$ cat src/hw/rtl/tabx_pkg.sv
// ----------------------------------------------------------------------------
// tabx_pkg
// Shared types and constants of the tab expander.
// ----------------------------------------------------------------------------
`default_nettype none

package tabx_pkg;

	localparam int MAX_STOPS = 16;
	localparam int GAP_MAX   = 64;
	localparam int QDEPTH    = 4;
	localparam int QAW       = $clog2(QDEPTH);

	localparam logic [7:0] CH_TAB   = 8'd9;
	localparam logic [7:0] CH_NL    = 8'd10;
	localparam logic [7:0] CH_SPACE = 8'd32;

	localparam logic [1:0] REG_STOP_COUNT = 2'd0;
	localparam logic [1:0] REG_GAPS_LOW   = 2'd1;
	localparam logic [1:0] REG_GAPS_HIGH  = 2'd2;

	localparam logic [4:0]  RST_STOP_COUNT = 5'd1;
	localparam logic [63:0] RST_GAPS_LOW   = 64'd8;
	localparam logic [63:0] RST_GAPS_HIGH  = 64'd0;

	// one queued job: a byte and how many copies minus one to emit
	typedef struct packed {
		logic [7:0] ch;
		logic [5:0] cnt_m1;
	} tabx_entry_t;

endpackage

`default_nettype wire

$ cat src/hw/rtl/tab_expander_unit.sv
// ----------------------------------------------------------------------------
// tab_expander_unit
// Tab expansion against a list of tab stops, one byte per item.
//
// Input stream s_*: one text byte per item in s_tdata. Output stream m_*:
// one byte per item, m_tlast marks the final byte caused by an input item.
// A tab becomes up to 64 spaces; every other byte passes through once.
// Configuration: cfg_we writes cfg_wdata to register cfg_index (0 stop
// count, 1 gaps of stops 0..7, 2 gaps of stops 8..15); the user must
// write only while idle; the block does not enforce it. Bytes pass the
// job queue, then the output register, to m_*. Throughput: one input item
// per cycle while the queue is not full; a tab holds the output until
// all its spaces are sent. A four-entry job queue lets input continue
// while the output drains; s_tready drops only when that queue is full.
// When the receiver stalls, the current output item holds and the queue
// fills. Reset clears the queue, the line state (column, stop index) and
// loads the default configuration: one repeating stop every 8 columns.
// ----------------------------------------------------------------------------
`default_nettype none

module tab_expander_unit import tabx_pkg::*; (
	input  wire logic        clk,
	input  wire logic        arst_n,
	input  wire logic        s_tvalid,
	output logic             s_tready,
	input  wire logic [7:0]  s_tdata,   // [7:0] in_char
	output logic             m_tvalid,
	input  wire logic        m_tready,
	output logic [7:0]  m_tdata,        // [7:0] out_char
	output logic             m_tlast,
	input  wire logic        cfg_we,
	input  wire logic [1:0]  cfg_index,
	input  wire logic [63:0] cfg_wdata
);

	tabx_entry_t wr_job;
	tabx_entry_t rd_job;
	logic        full;
	logic        nonempty;
	logic        pop;
	logic        take;

	assign s_tready = !full;
	assign take     = s_tvalid && !full;

	tabx_front u_front (
		.clk       (clk),
		.arst_n    (arst_n),
		.cfg_we    (cfg_we),
		.cfg_index (cfg_index),
		.cfg_wdata (cfg_wdata),
		.take      (take),
		.in_char   (s_tdata),
		.job       (wr_job)
	);

	tabx_queue u_queue (
		.clk      (clk),
		.arst_n   (arst_n),
		.push     (take),
		.wr_job   (wr_job),
		.full     (full),
		.pop      (pop),
		.nonempty (nonempty),
		.rd_job   (rd_job)
	);

	tabx_back u_back (
		.clk      (clk),
		.arst_n   (arst_n),
		.nonempty (nonempty),
		.rd_job   (rd_job),
		.pop      (pop),
		.m_tvalid (m_tvalid),
		.m_tready (m_tready),
		.m_tdata  (m_tdata),
		.m_tlast  (m_tlast)
	);

endmodule

`default_nettype wire

$ cat src/hw/rtl/tabx_front.sv
// ----------------------------------------------------------------------------
// tabx_front
// Holds configuration and line state; turns each input item into a job.
// ----------------------------------------------------------------------------
`default_nettype none

module tabx_front import tabx_pkg::*; (
	input  wire logic        clk,
	input  wire logic        arst_n,
	input  wire logic        cfg_we,
	input  wire logic [1:0]  cfg_index,
	input  wire logic [63:0] cfg_wdata,
	input  wire logic        take,
	input  wire logic [7:0]  in_char,
	output tabx_entry_t      job
);

	logic [4:0]  stop_count_q;
	logic [63:0] gaps_low_q;
	logic [63:0] gaps_high_q;
	logic [7:0]  column_q;
	logic [4:0]  stop_index_q;

	logic [4:0] count;
	logic       multi;
	logic [4:0] idx;
	logic       beyond;
	logic [7:0] gbyte;
	logic [6:0] gclamp;
	logic [6:0] gap;
	logic       room;
	logic [7:0] diff;
	logic       at_stop;
	logic [7:0] column_d;
	logic [4:0] stop_index_d;

	always_ff @(posedge clk or negedge arst_n) begin
		if (!arst_n) begin
			stop_count_q <= RST_STOP_COUNT;
			gaps_low_q   <= RST_GAPS_LOW;
			gaps_high_q  <= RST_GAPS_HIGH;
		end else if (cfg_we) begin
			unique case (cfg_index)
				REG_STOP_COUNT: stop_count_q <= cfg_wdata[4:0];
				REG_GAPS_LOW:   gaps_low_q   <= cfg_wdata;
				REG_GAPS_HIGH:  gaps_high_q  <= cfg_wdata;
				default: ;
			endcase
		end
	end

	always_comb begin
		if (stop_count_q == 5'd0)
			count = 5'd1;
		else if (stop_count_q > 5'(MAX_STOPS))
			count = 5'(MAX_STOPS);
		else
			count = stop_count_q;
		multi  = count > 5'd1;
		idx    = multi ? stop_index_q : 5'd0;
		beyond = multi && (idx >= count);
		gbyte  = idx[3] ? gaps_high_q[{idx[2:0], 3'b000} +: 8]
		                : gaps_low_q[{idx[2:0], 3'b000} +: 8];
		if (gbyte == 8'd0)
			gclamp = 7'd1;
		else if (gbyte > 8'(GAP_MAX))
			gclamp = 7'(GAP_MAX);
		else
			gclamp = gbyte[6:0];
		gap     = beyond ? 7'd0 : gclamp;
		room    = !beyond && (({1'b0, column_q} + 9'd1) < {2'b00, gap});
		diff    = {1'b0, gap} - column_q - 8'd1;
		at_stop = !beyond && (column_q == ({1'b0, gap} - 8'd1));

		job.ch     = in_char;
		job.cnt_m1 = 6'd0;
		column_d     = column_q;
		stop_index_d = stop_index_q;
		if (in_char == CH_TAB) begin
			job.ch = CH_SPACE;
			if (room)
				job.cnt_m1 = diff[5:0];
			if (multi && !beyond)
				stop_index_d = idx + 5'd1;
			column_d = 8'd0;
		end else if (in_char == CH_NL) begin
			column_d     = 8'd0;
			stop_index_d = 5'd0;
		end else if (at_stop) begin
			column_d = 8'd0;
			if (multi)
				stop_index_d = idx + 5'd1;
		end else begin
			column_d = column_q + 8'd1;
		end
	end

	always_ff @(posedge clk or negedge arst_n) begin
		if (!arst_n) begin
			column_q     <= 8'd0;
			stop_index_q <= 5'd0;
		end else if (take) begin
			column_q     <= column_d;
			stop_index_q <= stop_index_d;
		end
	end

endmodule

`default_nettype wire

$ cat src/hw/rtl/tabx_queue.sv
// ----------------------------------------------------------------------------
// tabx_queue
// Short job queue between the classifier and the emitter.
// ----------------------------------------------------------------------------
`default_nettype none

module tabx_queue import tabx_pkg::*; (
	input  wire logic        clk,
	input  wire logic        arst_n,
	input  wire logic        push,
	input  wire tabx_entry_t wr_job,
	output logic             full,
	input  wire logic        pop,
	output logic             nonempty,
	output tabx_entry_t      rd_job
);

	tabx_entry_t       mem [QDEPTH];
	logic [QAW-1:0]    wr_ptr_q;
	logic [QAW-1:0]    rd_ptr_q;
	logic [QAW:0]      fill_q;

	assign full     = fill_q == (QAW+1)'(QDEPTH);
	assign nonempty = fill_q != '0;
	assign rd_job   = mem[rd_ptr_q];

	always_ff @(posedge clk) begin
		if (push)
			mem[wr_ptr_q] <= wr_job;
	end

	always_ff @(posedge clk or negedge arst_n) begin
		if (!arst_n) begin
			wr_ptr_q <= '0;
			rd_ptr_q <= '0;
			fill_q   <= '0;
		end else begin
			if (push)
				wr_ptr_q <= wr_ptr_q + 1'b1;
			if (pop)
				rd_ptr_q <= rd_ptr_q + 1'b1;
			if (push && !pop)
				fill_q <= fill_q + 1'b1;
			else if (pop && !push)
				fill_q <= fill_q - 1'b1;
		end
	end

endmodule

`default_nettype wire

$ cat src/hw/rtl/tabx_back.sv
// ----------------------------------------------------------------------------
// tabx_back
// Emitter: repeats each queued byte the given number of times.
// ----------------------------------------------------------------------------
`default_nettype none

module tabx_back import tabx_pkg::*; (
	input  wire logic        clk,
	input  wire logic        arst_n,
	input  wire logic        nonempty,
	input  wire tabx_entry_t rd_job,
	output logic             pop,
	output logic             m_tvalid,
	input  wire logic        m_tready,
	output logic [7:0]       m_tdata,
	output logic             m_tlast
);

	logic       valid_q;
	logic [7:0] char_q;
	logic [5:0] rem_q;
	logic       done;

	assign done     = m_tready && (rem_q == 6'd0);
	assign pop      = nonempty && (!valid_q || done);
	assign m_tvalid = valid_q;
	assign m_tdata  = char_q;
	assign m_tlast  = rem_q == 6'd0;

	always_ff @(posedge clk or negedge arst_n) begin
		if (!arst_n) begin
			valid_q <= 1'b0;
			rem_q   <= 6'd0;
		end else if (pop) begin
			valid_q <= 1'b1;
			rem_q   <= rd_job.cnt_m1;
		end else if (valid_q && m_tready) begin
			if (rem_q == 6'd0)
				valid_q <= 1'b0;
			else
				rem_q <= rem_q - 6'd1;
		end
	end

	always_ff @(posedge clk) begin
		if (pop)
			char_q <= rd_job.ch;
	end

endmodule

`default_nettype wire
$ cat config.mk
export PLATFORM = sky130hd
export DESIGN_NAME = tab_expander_unit
export DESIGN_NICKNAME = d
export VERILOG_FILES = /design/src/hw/rtl/tabx_pkg.sv /design/src/hw/rtl/tab_expander_unit.sv /design/src/hw/rtl/tabx_front.sv /design/src/hw/rtl/tabx_queue.sv /design/src/hw/rtl/tabx_back.sv
export SDC_FILE = /design/constraint.sdc
export NUM_CORES = 1
export LEC_CHECK = 0
export ABC_CLOCK_PERIOD_IN_PS = 8020
export BUFFER_PORTS_ARGS = -buffer_cell sky130_fd_sc_hd__buf_2
export CAP_MARGIN = 20
export CORE_ASPECT_RATIO = 0.9
export CORE_MARGIN = 10
export CORE_UTILIZATION = 60
export DETAILED_ROUTE_END_ITERATION = 7
export PLACE_DENSITY = 0.92
export SLEW_MARGIN = 20
export SYNTH_ARGS = -nofsm -noshare
export SYNTH_HDL_FRONTEND = slang
export SYNTH_SLANG_ARGS = --single-unit
$ cat constraint.sdc
create_clock -name clk -period 8.02 [get_ports clk]
set_clock_uncertainty 0.2 [all_clocks]
set_input_delay 0.401 -clock clk [delete_from_list [all_inputs] [get_ports clk]]
set_output_delay 0.401 -clock clk [all_outputs]
set_load 0.1 [all_outputs]
==> impl_metrics.env, run 1 <==
export IMPL_status="finished, final reports clean"
export IMPL_crit_path_start_kind="flip-flop"
export IMPL_via_count=8520
export IMPL_synth_most_common_cell="sky130_fd_sc_hd__dfrtp_1"
export IMPL_power_density_mw_per_mm2=307
export IMPL_synthDistinctLibCells=89
export IMPL_clock_tree_root_cell="sky130_fd_sc_hd__clkbuf_16"
export IMPL_detail_route_drc_violations=0
export IMPL_dpl_cell_area_sq_mm=0.0117
export IMPL_postSynth_asyncResetShare_pct=71.4
export IMPL_final_setup_tns_ps=0
export IMPL_synthToLayoutAreaGrowth_pct=19.0
export IMPL_worst_slack_ps=1620
export IMPL_synth_ff_type="sky130_fd_sc_hd__dfrtp_1"
export IMPL_synthesis_area_per_instance_sq_um=13.1
export IMPL_final_net_count=1100
export IMPL_port_buffers=89
export IMPL_crit_fanout=20
export IMPL_die_area_sq_mm=0.0244
export IMPL_drive_above_1_share_pct=32.6
export IMPL_num_fill_cells=1064
export IMPL_critical_path_required_ps=8110
export IMPL_timing_hold_violations_final=0
export IMPL_critPathBufInv=1
export IMPL_dr_first_iter_drc_count=1368
export IMPL_detailedPlacementHpwl_mm=18.5
export IMPL_gr_total_overflow=0
export IMPL_ys_top_cells_by_count="sky130_fd_sc_hd__dfrtp_1 (158), sky130_fd_sc_hd__mux2_2 (146), sky130_fd_sc_hd__edfxtp_1 (64)"
export IMPL_max_slew_worst_pin_slew_ps=1110
export IMPL_multi_input_comb_area_sq_mm=0.00487
export IMPL_hold_end="u_queue.mem[3][11]"
export IMPL_syn_area_sq_mm=0.0111
export IMPL_edff_count_synth=64
export IMPL_drv_slew=0
export IMPL_fp_dieH_um=149
export IMPL_slew_limit_headroom_pct=25.2
export IMPL_placed_cells=1140
export IMPL_antenna_cells=0
export IMPL_cts_inserted_buffers=23
export IMPL_grt_pass1_vias=8736
export IMPL_finish_instance_area_sq_mm=0.0133
export IMPL_grt_start_max_net_pins=83
export IMPL_post_cts_buffers=0
export IMPL_synth_ff_latch_count=224
export IMPL_endpoint_of_the_worst_register_to_register_path="u_queue.mem[1][5]"
export IMPL_h_tree_depth=1
export IMPL_drt_antenna_violating_nets=0
export IMPL_vdd_drop_max_mv=0.214
export IMPL_critical_path_reg2reg_startpoint="u_front.stop_count_q[1]"
export IMPL_grt_antenna_before_repair=0
export IMPL_yosysTopAreaCellShare_pct=35.5
export IMPL_timing_critical_path_max_delay_family="simple AND/OR/NAND/NOR gates"
export IMPL_synth_area_leader_cell="sky130_fd_sc_hd__dfrtp_1"
export IMPL_gp_congestion=0.916
export IMPL_worst_hold_path_type="input port to flip-flop"
export IMPL_crit_type="flip-flop to flip-flop"
export IMPL_worstHoldStart="s_tdata[5]"
export IMPL_cts_hold_buffers=71
export IMPL_grt_usage_pct=25.9
export IMPL_routedWlPerCell_um=26.0
export IMPL_grt_first_pass_wirelength_mm=50.3
export IMPL_regArea_sq_mm=0.00593
export IMPL_postSynthCellCount=850
export IMPL_cts_tree="built"
export IMPL_post_synth_main_area_contributors="sky130_fd_sc_hd__dfrtp_1 (35%), sky130_fd_sc_hd__edfxtp_1 (17%), sky130_fd_sc_hd__mux2_2 (15%), sky130_fd_sc_hd__mux4_2 (3.2%), sky130_fd_sc_hd__ha_1 (3.0%)"
export IMPL_total_leakage_power_nw=5.45
export IMPL_routed_wl_mm=32.6
export IMPL_critical_path_endpoint_type="flip-flop"
export IMPL_report_final_setup_viol=0
export IMPL_tritoncts_sinks=224
export IMPL_maxCapViolCount=0
export IMPL_core_area_sq_mm=0.0183
export IMPL_crit_slowest_cell="sky130_fd_sc_hd__nor4_4"
export IMPL_num_io_pins=90
export IMPL_cpPeakStageDelay_ps=1020
export IMPL_worst_ep_arrival_time_ps=6500
export IMPL_post_route_period_util_pct=79.8
export IMPL_worstSkewPairLatency_ps=520
export IMPL_ys_seq_area_share_pct=53.2
export IMPL_detail_route_first_pass_iterations=6
export IMPL_rsz0062_at_grt="no"
export IMPL_synth_warning_count=0
export IMPL_timing_reg2reg_setup_slack_ps=1620
export IMPL_core_rowCount=47
export IMPL_final_cell_count_no_fill=1254
export IMPL_worstPathCellList="nor4_4 > nor2_2 > inv_1 > ha_1 > nand2b_1 > a21o_1 > a21o_1 > a21oi_4 > and3_4 > nand2_1 > ha_1 > nor2b_1 > o21a_1 > o21ai_0 > nand2b_1 > a21oi_1 > nor2b_1 > o21ai_0 > nand4_1 > nor2_1"
export IMPL_pre_cts_ws_ps=2250
export IMPL_fp_dieW_um=164
export IMPL_synth_net_count=958
export IMPL_finalWorstPathRequiredPeriod_ps=6400
export IMPL_reg2reg_depth=20
export IMPL_routed_via_density=6.79
export IMPL_clkTransAtPathRegs_ps=70
export IMPL_max_freq_mhz=156
export IMPL_buffer_levels_on_the_longest_clock_path=3
export IMPL_hold_path_depth=2
export IMPL_cts_repair_resize_count=0
export IMPL_start_util_pct=60.8
-- state kept, by name (all words and copies together) (netlist names) --
name                  count
u_front.stop_index_q      5
u_queue.wr_ptr_q          2
u_back.m_tdata            8
u_front.gaps_low_q       64
u_queue.mem              56
u_queue.fill_q            3
u_back.m_tvalid           1
u_front.column_q          8
u_back.rem_q              6
u_front.stop_count_q      5
u_queue.rd_ptr_q          2
u_front.gaps_high_q      64
-- how the worst max path moves through the flow --
| stage | startpoint | endpoint | cells past startpoint |
|---|---|---|---|
| 2_1_floorplan | u_back.rem_q[0] | u_queue.fill_q[1] | 11 |
| 3_3_place_gp | u_front.stop_count_q[1] | u_front.column_q[0] | 20 |
| 3_5_place_dp | u_front.stop_count_q[1] | u_front.column_q[0] | 20 |
| 4_1_cts | u_front.stop_count_q[1] | u_queue.mem[1][5] | 20 |
| 5_1_grt | u_front.stop_count_q[1] | u_queue.mem[1][5] | 20 |
| 6_report | u_front.stop_count_q[1] | u_queue.mem[1][5] | 20 |
-- cell families after synthesis --
logic type               count (synthesis)  share of synthesized area (%)
flip-flops                             224                           53.2
buffers and inverters                   83                           3.21
AND/OR/NAND/NOR                        152                           7.68
multiplexers                           184                           20.0
XOR/XNOR                                21                           1.72
AO/OA/AOI/OAI                          157                           10.8
adder cells (fa/ha/maj)                 29                           3.39
-- metal layers --
metal  share of wire [%]  wire (um)  track usage (%)  up-vias
li1                    -          -                -     3478
met1                  36      11800             31.3     4137
met2                  48      15600             42.5      683
met3                 8.9       2910             5.52      222
met4                 7.0       2270             14.4        0
met5                   0          0                0        -
-- stage by stage --
| stage | power (mW) | hold slack (ps) | util, % |
|---|---|---|---|
| floorplan | 2.46 | -94.6 | - |
| global placement | 2.68 | 278 | 63.9 |
| detailed placement | 2.77 | 290 | 63.9 |
| CTS | 3.95 | 27.5 | 72.2 |
| global route | 4.22 | 45.8 | 72.3 |
| finish | 4.08 | 41.2 | 72.3 |
-- area by class of cell --
cell class,instances,share of cell area [%]
Clock buffer,28,4.48
Clock inverter,14,1.55
Inverter,33,0.933
Multi-Input combinational cell,543,36.7
Sequential cell,224,44.7
Tap cell,245,2.31
Timing Repair Buffer,167,9.31
-- power breakdown --
part / internal [mW] / switching [mW]
combinational: 0.553 / 0.721
sequential: 1.43 / 0.224
clock: 0.692 / 0.462
-- cells in the final DEF (no fill, tap or decap), types with 5 or more instances in the layout --
cell type,count
sky130_fd_sc_hd__a22oi_1,5
sky130_fd_sc_hd__o211ai_1,6
sky130_fd_sc_hd__o21ai_1,5
sky130_fd_sc_hd__a221oi_1,7
sky130_fd_sc_hd__mux2i_1,21
sky130_fd_sc_hd__nor3_1,13
sky130_fd_sc_hd__a21oi_1,25
sky130_fd_sc_hd__bufinv_16,5
sky130_fd_sc_hd__nor2b_1,8
sky130_fd_sc_hd__buf_2,88
sky130_fd_sc_hd__a22o_1,8
sky130_fd_sc_hd__dfrtp_1,156
sky130_fd_sc_hd__clkbuf_16,23
sky130_fd_sc_hd__inv_1,30
sky130_fd_sc_hd__a211o_1,5
sky130_fd_sc_hd__mux2_2,146
sky130_fd_sc_hd__a21o_1,5
sky130_fd_sc_hd__edfxtp_1,64
sky130_fd_sc_hd__xnor2_1,14
sky130_fd_sc_hd__ha_1,27
sky130_fd_sc_hd__nand2b_1,5
sky130_fd_sc_hd__o22ai_1,13
sky130_fd_sc_hd__clkinv_2,6
sky130_fd_sc_hd__and2_1,6
sky130_fd_sc_hd__nand3_1,16
sky130_fd_sc_hd__mux4_2,16
sky130_fd_sc_hd__xor2_1,6
sky130_fd_sc_hd__o21ai_0,25
sky130_fd_sc_hd__dlygate4sd3_1,71
sky130_fd_sc_hd__nor2_1,31
sky130_fd_sc_hd__and3_1,8
sky130_fd_sc_hd__a31oi_1,6
sky130_fd_sc_hd__buf_4,6
sky130_fd_sc_hd__clkbuf_1,5
sky130_fd_sc_hd__nand2_1,29
(Power assumes the default switching activity.)
==> run 2: changes to the inputs <==
- ABC_CLOCK_PERIOD_IN_PS: 8020 -> 5500
- CORE_UTILIZATION: 60 -> 54
- PLACE_DENSITY: 0.92 -> 0.88
- clock period: 8.02 -> 5.5 ns (I/O delays scaled with it)
==> run 2 against run 1 <==
Effect of this change: setup slack worse by 1300 ps; clock power rose by 45%; routed wire length decreased by 9.5%; count of clock-buffer cells in the layout grew 5; sequential share of layout area fell by 0.37 points; hold slack better by 1.2 ps; non-clock buffer count is 12 higher; critical path type unchanged; critical endpoint is now u_front.column_q[0].
==> impl_metrics.env, run 2 (same netlist as run 1, synthesis figures left out) <==
export IMPL_h_tree_depth=1
export IMPL_vdd_drop_max_mv=0.280
export IMPL_worstSkewPairLatency_ps=520
export IMPL_status="finished, final reports clean"
export IMPL_grt_first_pass_wirelength_mm=47.3
export IMPL_post_cts_buffers=0
export IMPL_final_common_cell="sky130_fd_sc_hd__dfrtp_1"
export IMPL_post_route_period_util_pct=94.3
export IMPL_critical_path_required_ps=5710
export IMPL_hold_path_depth=4
export IMPL_worst_hold_path_type="input port to flip-flop"
export IMPL_slew_limit_headroom_pct=31.2
export IMPL_critical_path_reg2reg_startpoint="u_front.stop_count_q[3]"
export IMPL_antenna_cells=0
export IMPL_max_freq_mhz=193
export IMPL_power_density_mw_per_mm2=435
export IMPL_detailedPlacementHpwl_mm=17.7
export IMPL_placed_cells=1159
export IMPL_worstHoldStart="cfg_index[1]"
export IMPL_die_area_sq_mm=0.0268
export IMPL_final_net_count=1113
export IMPL_finalWorstPathRequiredPeriod_ps=5190
export IMPL_routed_via_density=6.30
export IMPL_fin_util_pct=66.5
export IMPL_buffer_levels_on_the_longest_clock_path=3
export IMPL_port_buffers=89
export IMPL_hold_end="u_front.stop_count_q[4]"
export IMPL_grt_antenna_before_repair=0
export IMPL_fp_dieH_um=156
export IMPL_dr_first_iter_drc_count=804
export IMPL_crit_path_start_kind="flip-flop"
export IMPL_gp_congestion=0.966
export IMPL_tritoncts_sinks=224
export IMPL_layout_common_cells="sky130_fd_sc_hd__dfrtp_1 (156), sky130_fd_sc_hd__mux2_2 (146), sky130_fd_sc_hd__buf_2 (88)"
export IMPL_maxCapViolCount=0
export IMPL_crit_fanout=16
export IMPL_grt_pass1_vias=8425
export IMPL_clkTransAtPathRegs_ps=60
export IMPL_crit_type="flip-flop to flip-flop"
export IMPL_reg2reg_depth=18
export IMPL_routed_wl_mm=29.5
export IMPL_cts_tree="built"
export IMPL_drt_antenna_violating_nets=0
export IMPL_core_area_sq_mm=0.0201
export IMPL_timing_reg2reg_setup_slack_ps=310
export IMPL_final_setup_tns_ps=0
export IMPL_core_rowCount=49
export IMPL_num_io_pins=90
export IMPL_biggestRegsByFlops="u_front.gaps_high_q: 64 flops, u_front.gaps_low_q: 64 flops, u_queue.mem: 56 flops"
export IMPL_synthToLayoutAreaGrowth_pct=20.0
export IMPL_endpoint_of_the_worst_register_to_register_path="u_front.column_q[0]"
export IMPL_drv_slew=0
export IMPL_detail_route_first_pass_iterations=6
export IMPL_cts_inserted_buffers=24
export IMPL_final_cell_count_no_fill=1278
export IMPL_gr_total_overflow=0
export IMPL_drive_above_1_share_pct=32.7
export IMPL_fp_dieW_um=171
export IMPL_grt_start_max_net_pins=116
export IMPL_clock_tree_root_cell="sky130_fd_sc_hd__clkbuf_16"
export IMPL_worst_ep_arrival_time_ps=5400
export IMPL_critical_path_endpoint_type="flip-flop"
export IMPL_rsz0062_at_grt="no"
export IMPL_report_final_setup_viol=0
export IMPL_total_leakage_power_nw=5.50
export IMPL_via_count=8053
export IMPL_routedWlPerCell_um=23.1
export IMPL_start_util_pct=55.4
export IMPL_grt_usage_pct=22.1
export IMPL_timing_hold_violations_final=0
export IMPL_max_slew_worst_pin_slew_ps=1020
export IMPL_detail_route_drc_violations=0
run 2: cell types whose count changed in the layout (fill, tap and decap cells not counted), moves of 2 or more:
cell                            delta
sky130_fd_sc_hd__buf_4             +9
sky130_fd_sc_hd__bufinv_16         -2
sky130_fd_sc_hd__clkbuf_16         +2
sky130_fd_sc_hd__clkbuf_8          +3
sky130_fd_sc_hd__clkinv_1          +4
sky130_fd_sc_hd__clkinv_2          -4
sky130_fd_sc_hd__dlygate4sd3_1     +4
run 2: where the power goes:
part / total [mW] / leakage, nW / internal, mW / switching, mW
Combinational: 1.76 / 2.61 / 0.809 / 0.955
Clock: 1.67 / 0.395 / 1.00 / 0.671
Sequential: 2.38 / 2.49 / 2.08 / 0.302
Total: 5.82 / 5.50 / 3.89 / 1.93
run 2: area by class of cell:
class                      instances  area [sq um]
fill                            1339          6730
sequential                       224          5930
multi-input combinational        543          4880
timing repair buffer             179          1320
clock buffer                      33           676
tap                              255           319
clock inverter                    11           133
inverter                          33           124
run 2: how the worst max path moves through the flow:
stage / startpoint / end / slack (ps) / cells past startpoint
floorplan: u_front.stop_count_q[1] / u_front.column_q[0] / 830 / 21
global placement: u_front.stop_count_q[1] / u_front.column_q[0] / 710 / 18
detailed placement: u_front.stop_count_q[1] / u_front.column_q[0] / 620 / 18
CTS: u_front.stop_count_q[1] / u_front.column_q[0] / 530 / 18
global route: u_front.stop_count_q[1] / u_front.stop_index_q[1] / 50 / 19
finish: u_front.stop_count_q[3] / u_front.column_q[0] / 310 / 18
run 2: worst max-delay path, cell delays in order, from the launching register on:
cell and delay (ps):
sky130_fd_sc_hd__dfrtp_1 500, sky130_fd_sc_hd__or4_1 530, sky130_fd_sc_hd__buf_4 210, sky130_fd_sc_hd__and2_1 170, sky130_fd_sc_hd__ha_1 310, sky130_fd_sc_hd__and3_1 190
sky130_fd_sc_hd__a21oi_4 290, sky130_fd_sc_hd__and3_4 320, sky130_fd_sc_hd__o21ai_0 150, sky130_fd_sc_hd__ha_1 390, sky130_fd_sc_hd__nor2b_1 220, sky130_fd_sc_hd__nor2_1 140
sky130_fd_sc_hd__o21ai_0 90, sky130_fd_sc_hd__nor2_1 140, sky130_fd_sc_hd__o211ai_1 160, sky130_fd_sc_hd__a2111oi_4 400, sky130_fd_sc_hd__o21a_4 260, sky130_fd_sc_hd__nor4_4 80
sky130_fd_sc_hd__mux2_4 310
run 2: timing repair:
action,in CTS,in global routing
hold buffers,75,0
resized for setup,0,0
hold endpoints to repair,274,0
run 2: metal layers:
layer / routed length, um / GRT usage, % / part of all wire [%]
met1: 11200 / 26.4 / 38
met2: 14800 / 38.2 / 50
met3: 2080 / 4.33 / 7.1
met4: 1460 / 9.39 / 5.0
met5: 0 / 0 / 0
run 2: through the flow:
step	area, sq um	power [mW]	hold slack [ps]	worst slack (ps)
6_report	13400	5.82	42.5	311
5_1_grt	13400	6.08	49.5	51.8
4_1_cts	13400	5.73	22.8	532
3_5_place_dp	11800	4.01	290	616
3_3_place_gp	11800	3.92	280	712
2_1_floorplan	11200	3.59	-221	834
==> run 3: changes to the inputs <==
- CORE_UTILIZATION: 54 -> 55
- PLACE_DENSITY: 0.88 -> unset
- PLACE_DENSITY_LB_ADDON: unset -> 0.12
- SYNTH_HIERARCHICAL: unset -> 1
==> run 3 against run 2 <==
Effect of this change: sequential share of layout area is 0.53 points lower; via count is 2.1% lower; area after synthesis rose by 1.1%; critical path depth did not move; clock power shrank 4%; critical endpoint is now u_front/stop_index_q[4]; highest routed layer unchanged.
==> impl_metrics.env, run 3 <==
export IMPL_status="finished, final reports clean"
export IMPL_grt_first_pass_wirelength_mm=45.3
export IMPL_rsz0062_at_grt="no"
export IMPL_grt_start_max_net_pins=108
export IMPL_cts_inserted_buffers=24
export IMPL_fp_dieW_um=171
export IMPL_final_common_cell="sky130_fd_sc_hd__dfrtp_1"
export IMPL_biggestRegsByFlops="u_front/gaps_high_q: 64 flops, u_front/gaps_low_q: 64 flops, u_queue/mem: 56 flops"
export IMPL_crit_fanout=8
export IMPL_routed_wl_mm=27.8
export IMPL_core_area_sq_mm=0.0200
export IMPL_synthesis_area_per_instance_sq_um=13.0
export IMPL_synth_area_leader_cell="sky130_fd_sc_hd__dfrtp_1"
export IMPL_total_leakage_power_nw=5.66
export IMPL_ys_seq_area_share_pct=52.6
export IMPL_worst_hold_path_type="input port to flip-flop"
export IMPL_xor_xnor_share_of_the_synthesized_area_pct=1.24
export IMPL_worst_ep_arrival_time_ps=5480
export IMPL_port_buffers=89
export IMPL_final_net_count=1143
export IMPL_vdd_drop_max_mv=0.280
export IMPL_slew_limit_headroom_pct=35.6
export IMPL_final_cell_count_no_fill=1308
export IMPL_worstSkewPairLatency_ps=530
export IMPL_tritoncts_sinks=224
export IMPL_report_final_setup_viol=0
export IMPL_clkTransAtPathRegs_ps=60
export IMPL_routed_via_density=6.03
export IMPL_worstHoldStart="cfg_index[0]"
export IMPL_drv_slew=0
export IMPL_synth_most_common_cell="sky130_fd_sc_hd__dfrtp_1"
export IMPL_drive_above_1_share_pct=32.8
export IMPL_grt_antenna_before_repair=0
export IMPL_detail_route_first_pass_iterations=5
export IMPL_synth_warning_count=6
export IMPL_post_route_period_util_pct=95.8
export IMPL_postSynth_asyncResetShare_pct=71.4
export IMPL_final_setup_tns_ps=0
export IMPL_detailedPlacementHpwl_mm=19.3
export IMPL_max_slew_worst_pin_slew_ps=964
export IMPL_muxShareOfSynthArea_pct=20.3
export IMPL_adder_cell_share_of_the_synthesized_area_pct=3.35
export IMPL_critPathBufInv=3
export IMPL_drt_antenna_violating_nets=0
export IMPL_core_rowCount=49
export IMPL_crit_type="flip-flop to flip-flop"
export IMPL_detail_route_drc_violations=0
export IMPL_routedWlPerCell_um=21.3
export IMPL_timing_critical_path_max_delay_family="compound AO/OA/AOI/OAI gates"
export IMPL_max_freq_mhz=190
export IMPL_power_switching_share_pct=31.4
export IMPL_gr_total_overflow=0
export IMPL_synth_simple_gate_area_share_pct=8.11
export IMPL_share_comb_of_total_power_pct=27.3
export IMPL_crit_slowest_cell="sky130_fd_sc_hd__o41ai_4"
export IMPL_buffer_levels_on_the_longest_clock_path=3
export IMPL_worstPathCellList="o41ai_4 > inv_2 > buf_4 > nand2_1 > a31oi_1 > a211oi_1 > inv_1 > o21ai_0 > nand2_1 > ha_1 > xnor2_1 > or4_1 > a21oi_1 > o211ai_1 > a31oi_1 > a21oi_2 > or2_1 > o41ai_2"
export IMPL_synth_ff_latch_count=224
export IMPL_antenna_cells=0
export IMPL_critical_path_reg2reg_startpoint="u_front/stop_count_q[4]"
export IMPL_timing_hold_violations_final=0
export IMPL_fp_dieH_um=156
export IMPL_ys_top_cells_by_count="sky130_fd_sc_hd__dfrtp_1 (158), sky130_fd_sc_hd__mux2_2 (143), sky130_fd_sc_hd__edfxtp_1 (64)"
export IMPL_crit_path_start_kind="flip-flop"
export IMPL_clock_tree_root_cell="sky130_fd_sc_hd__clkbuf_16"
export IMPL_grt_usage_pct=21.1
export IMPL_num_io_pins=90
export IMPL_timing_reg2reg_setup_slack_ps=230
export IMPL_grt_pass1_vias=8426
export IMPL_reg2reg_depth=18
export IMPL_start_util_pct=56.2
export IMPL_synth_top_family_by_area="multiplexers"
export IMPL_cpPeakStageDelay_ps=680
export IMPL_power_density_mw_per_mm2=402
export IMPL_critical_path_required_ps=5710
export IMPL_h_tree_depth=1
export IMPL_critical_path_endpoint_type="flip-flop"
export IMPL_netSwitchingPower_mw=1.71
export IMPL_dr_first_iter_drc_count=753
export IMPL_syn_area_sq_mm=0.0113
export IMPL_synth_net_count=978
export IMPL_cts_tree="built"
export IMPL_clock_power_share_pct=29.3
export IMPL_synthDistinctLibCells=83
export IMPL_die_area_sq_mm=0.0266
export IMPL_gp_congestion=0.954
export IMPL_hold_end="u_front/stop_count_q[3]"
export IMPL_placed_cells=1188
export IMPL_p_total_mw=5.44
export IMPL_internal_power_mw=3.73
export IMPL_via_count=7881
export IMPL_yosysTopAreaCellShare_pct=35.1
export IMPL_post_synth_main_area_contributors="sky130_fd_sc_hd__dfrtp_1 (35%), sky130_fd_sc_hd__edfxtp_1 (17%), sky130_fd_sc_hd__mux2_2 (14%), sky130_fd_sc_hd__ha_1 (3.0%), sky130_fd_sc_hd__mux4_2 (2.4%)"
export IMPL_endpoint_of_the_worst_register_to_register_path="u_front/stop_index_q[4]"
export IMPL_synth_compound_area_share_pct=10.6
export IMPL_edff_count_synth=64
export IMPL_hold_path_depth=3
export IMPL_synthToLayoutAreaGrowth_pct=20.2
export IMPL_postSynthCellCount=870
export IMPL_finalWorstPathRequiredPeriod_ps=5270
export IMPL_layout_common_cells="sky130_fd_sc_hd__dfrtp_1 (153), sky130_fd_sc_hd__mux2_2 (143), sky130_fd_sc_hd__buf_2 (88)"
export IMPL_maxCapViolCount=0
export IMPL_sequentialPowerShare_pct=43.3
export IMPL_synth_ff_type="sky130_fd_sc_hd__dfrtp_1"
-- run 3: changes by cell type after synthesis, sizes merged, moves of 5 or more --
cell	before	now
a211oi	5	10
nand2	30	37
xnor2	15	9
inv	32	41
a22o	8	3
o31ai	4	9
-- run 3: logic make-up after synthesis --
family	Yosys count
simple gates	167
xor+xnor	16
flops	224
buf+inv	93
mux	186
compound gates	155
fa+ha+maj	29
-- run 3: layout make-up --
| cell class | count | area [sq um] |
|---|---|---|
| fill | 1467 | 6500 |
| sequential | 224 | 5930 |
| multi-input combinational | 553 | 4920 |
| timing repair buffer | 191 | 1420 |
| clock buffer | 37 | 713 |
| tap | 255 | 319 |
| inverter | 41 | 154 |
| clock inverter | 7 | 88.8 |
-- run 3: worst max-delay path by stage --
| stage | from | to | slack (ps) | cells after the start |
|---|---|---|---|---|
| 2_1_floorplan | u_front/stop_count_q[4] | u_front/stop_index_q[4] | 460 | 20 |
| 3_3_place_gp | u_front/stop_count_q[4] | u_front/stop_index_q[4] | 430 | 18 |
| 3_5_place_dp | u_front/stop_count_q[4] | u_front/stop_index_q[4] | 240 | 18 |
| 4_1_cts | u_front/stop_count_q[4] | u_front/stop_index_q[4] | 170 | 18 |
| 5_1_grt | u_front/stop_count_q[4] | u_front/stop_index_q[4] | 30 | 18 |
| 6_report | u_front/stop_count_q[4] | u_front/stop_index_q[4] | 230 | 18 |
-- run 3: power by group through the flow --
| stage | clock network, mW | logic, mW | registers (mW) |
|---|---|---|---|
| after detailed placement | 0 | 1.44 | 2.38 |
| after global placement | 0 | 1.37 | 2.36 |
| after floorplan | 0 | 1.14 | 2.27 |
| after CTS | 1.63 | 1.48 | 2.35 |
| final | 1.60 | 1.49 | 2.36 |
| after global routing | 1.70 | 1.63 | 2.41 |
-- run 3: tightest hold or removal path: cells and delay by family --
| kind | cells | cell delay, ps |
|---|---|---|
| buffers and inverters | 1 | 100 |
| muxes | 1 | 230 |
| and+or+nand+nor | 1 | 90 |
-- run 3: timing repair --
action | CTS | global route
hold buffers | 76 | 0
endpoints found under the setup margin | 0 | 30
endpoints found under the hold margin | 270 | 0
resized for setup | 0 | 4
buffers inserted | 0 | 0
-- run 3: layer usage --
layer  vias to the layer above  GRT usage [%]  wire length [um]
li1                       3590              -                 -
met1                      3969           29.7             12600
met2                       278           33.7             13000
met3                        44           3.39              1620
met4                         0           4.88               607
met5                         -          0.943                 0
-- run 3: per-stage QoR --
step / hold slack (ps) / instance area (sq um) / worst slack (ps) / utilization [%]
finish: 14.9 / 13600 / 232 / 67.6
global route: 40.4 / 13600 / 32.5 / 67.6
CTS: 5.36 / 13500 / 168 / 67.5
detailed placement: 273 / 12000 / 236 / 59.7
global placement: 268 / 12000 / 432 / 59.7
floorplan: -221 / 11300 / 462 / -
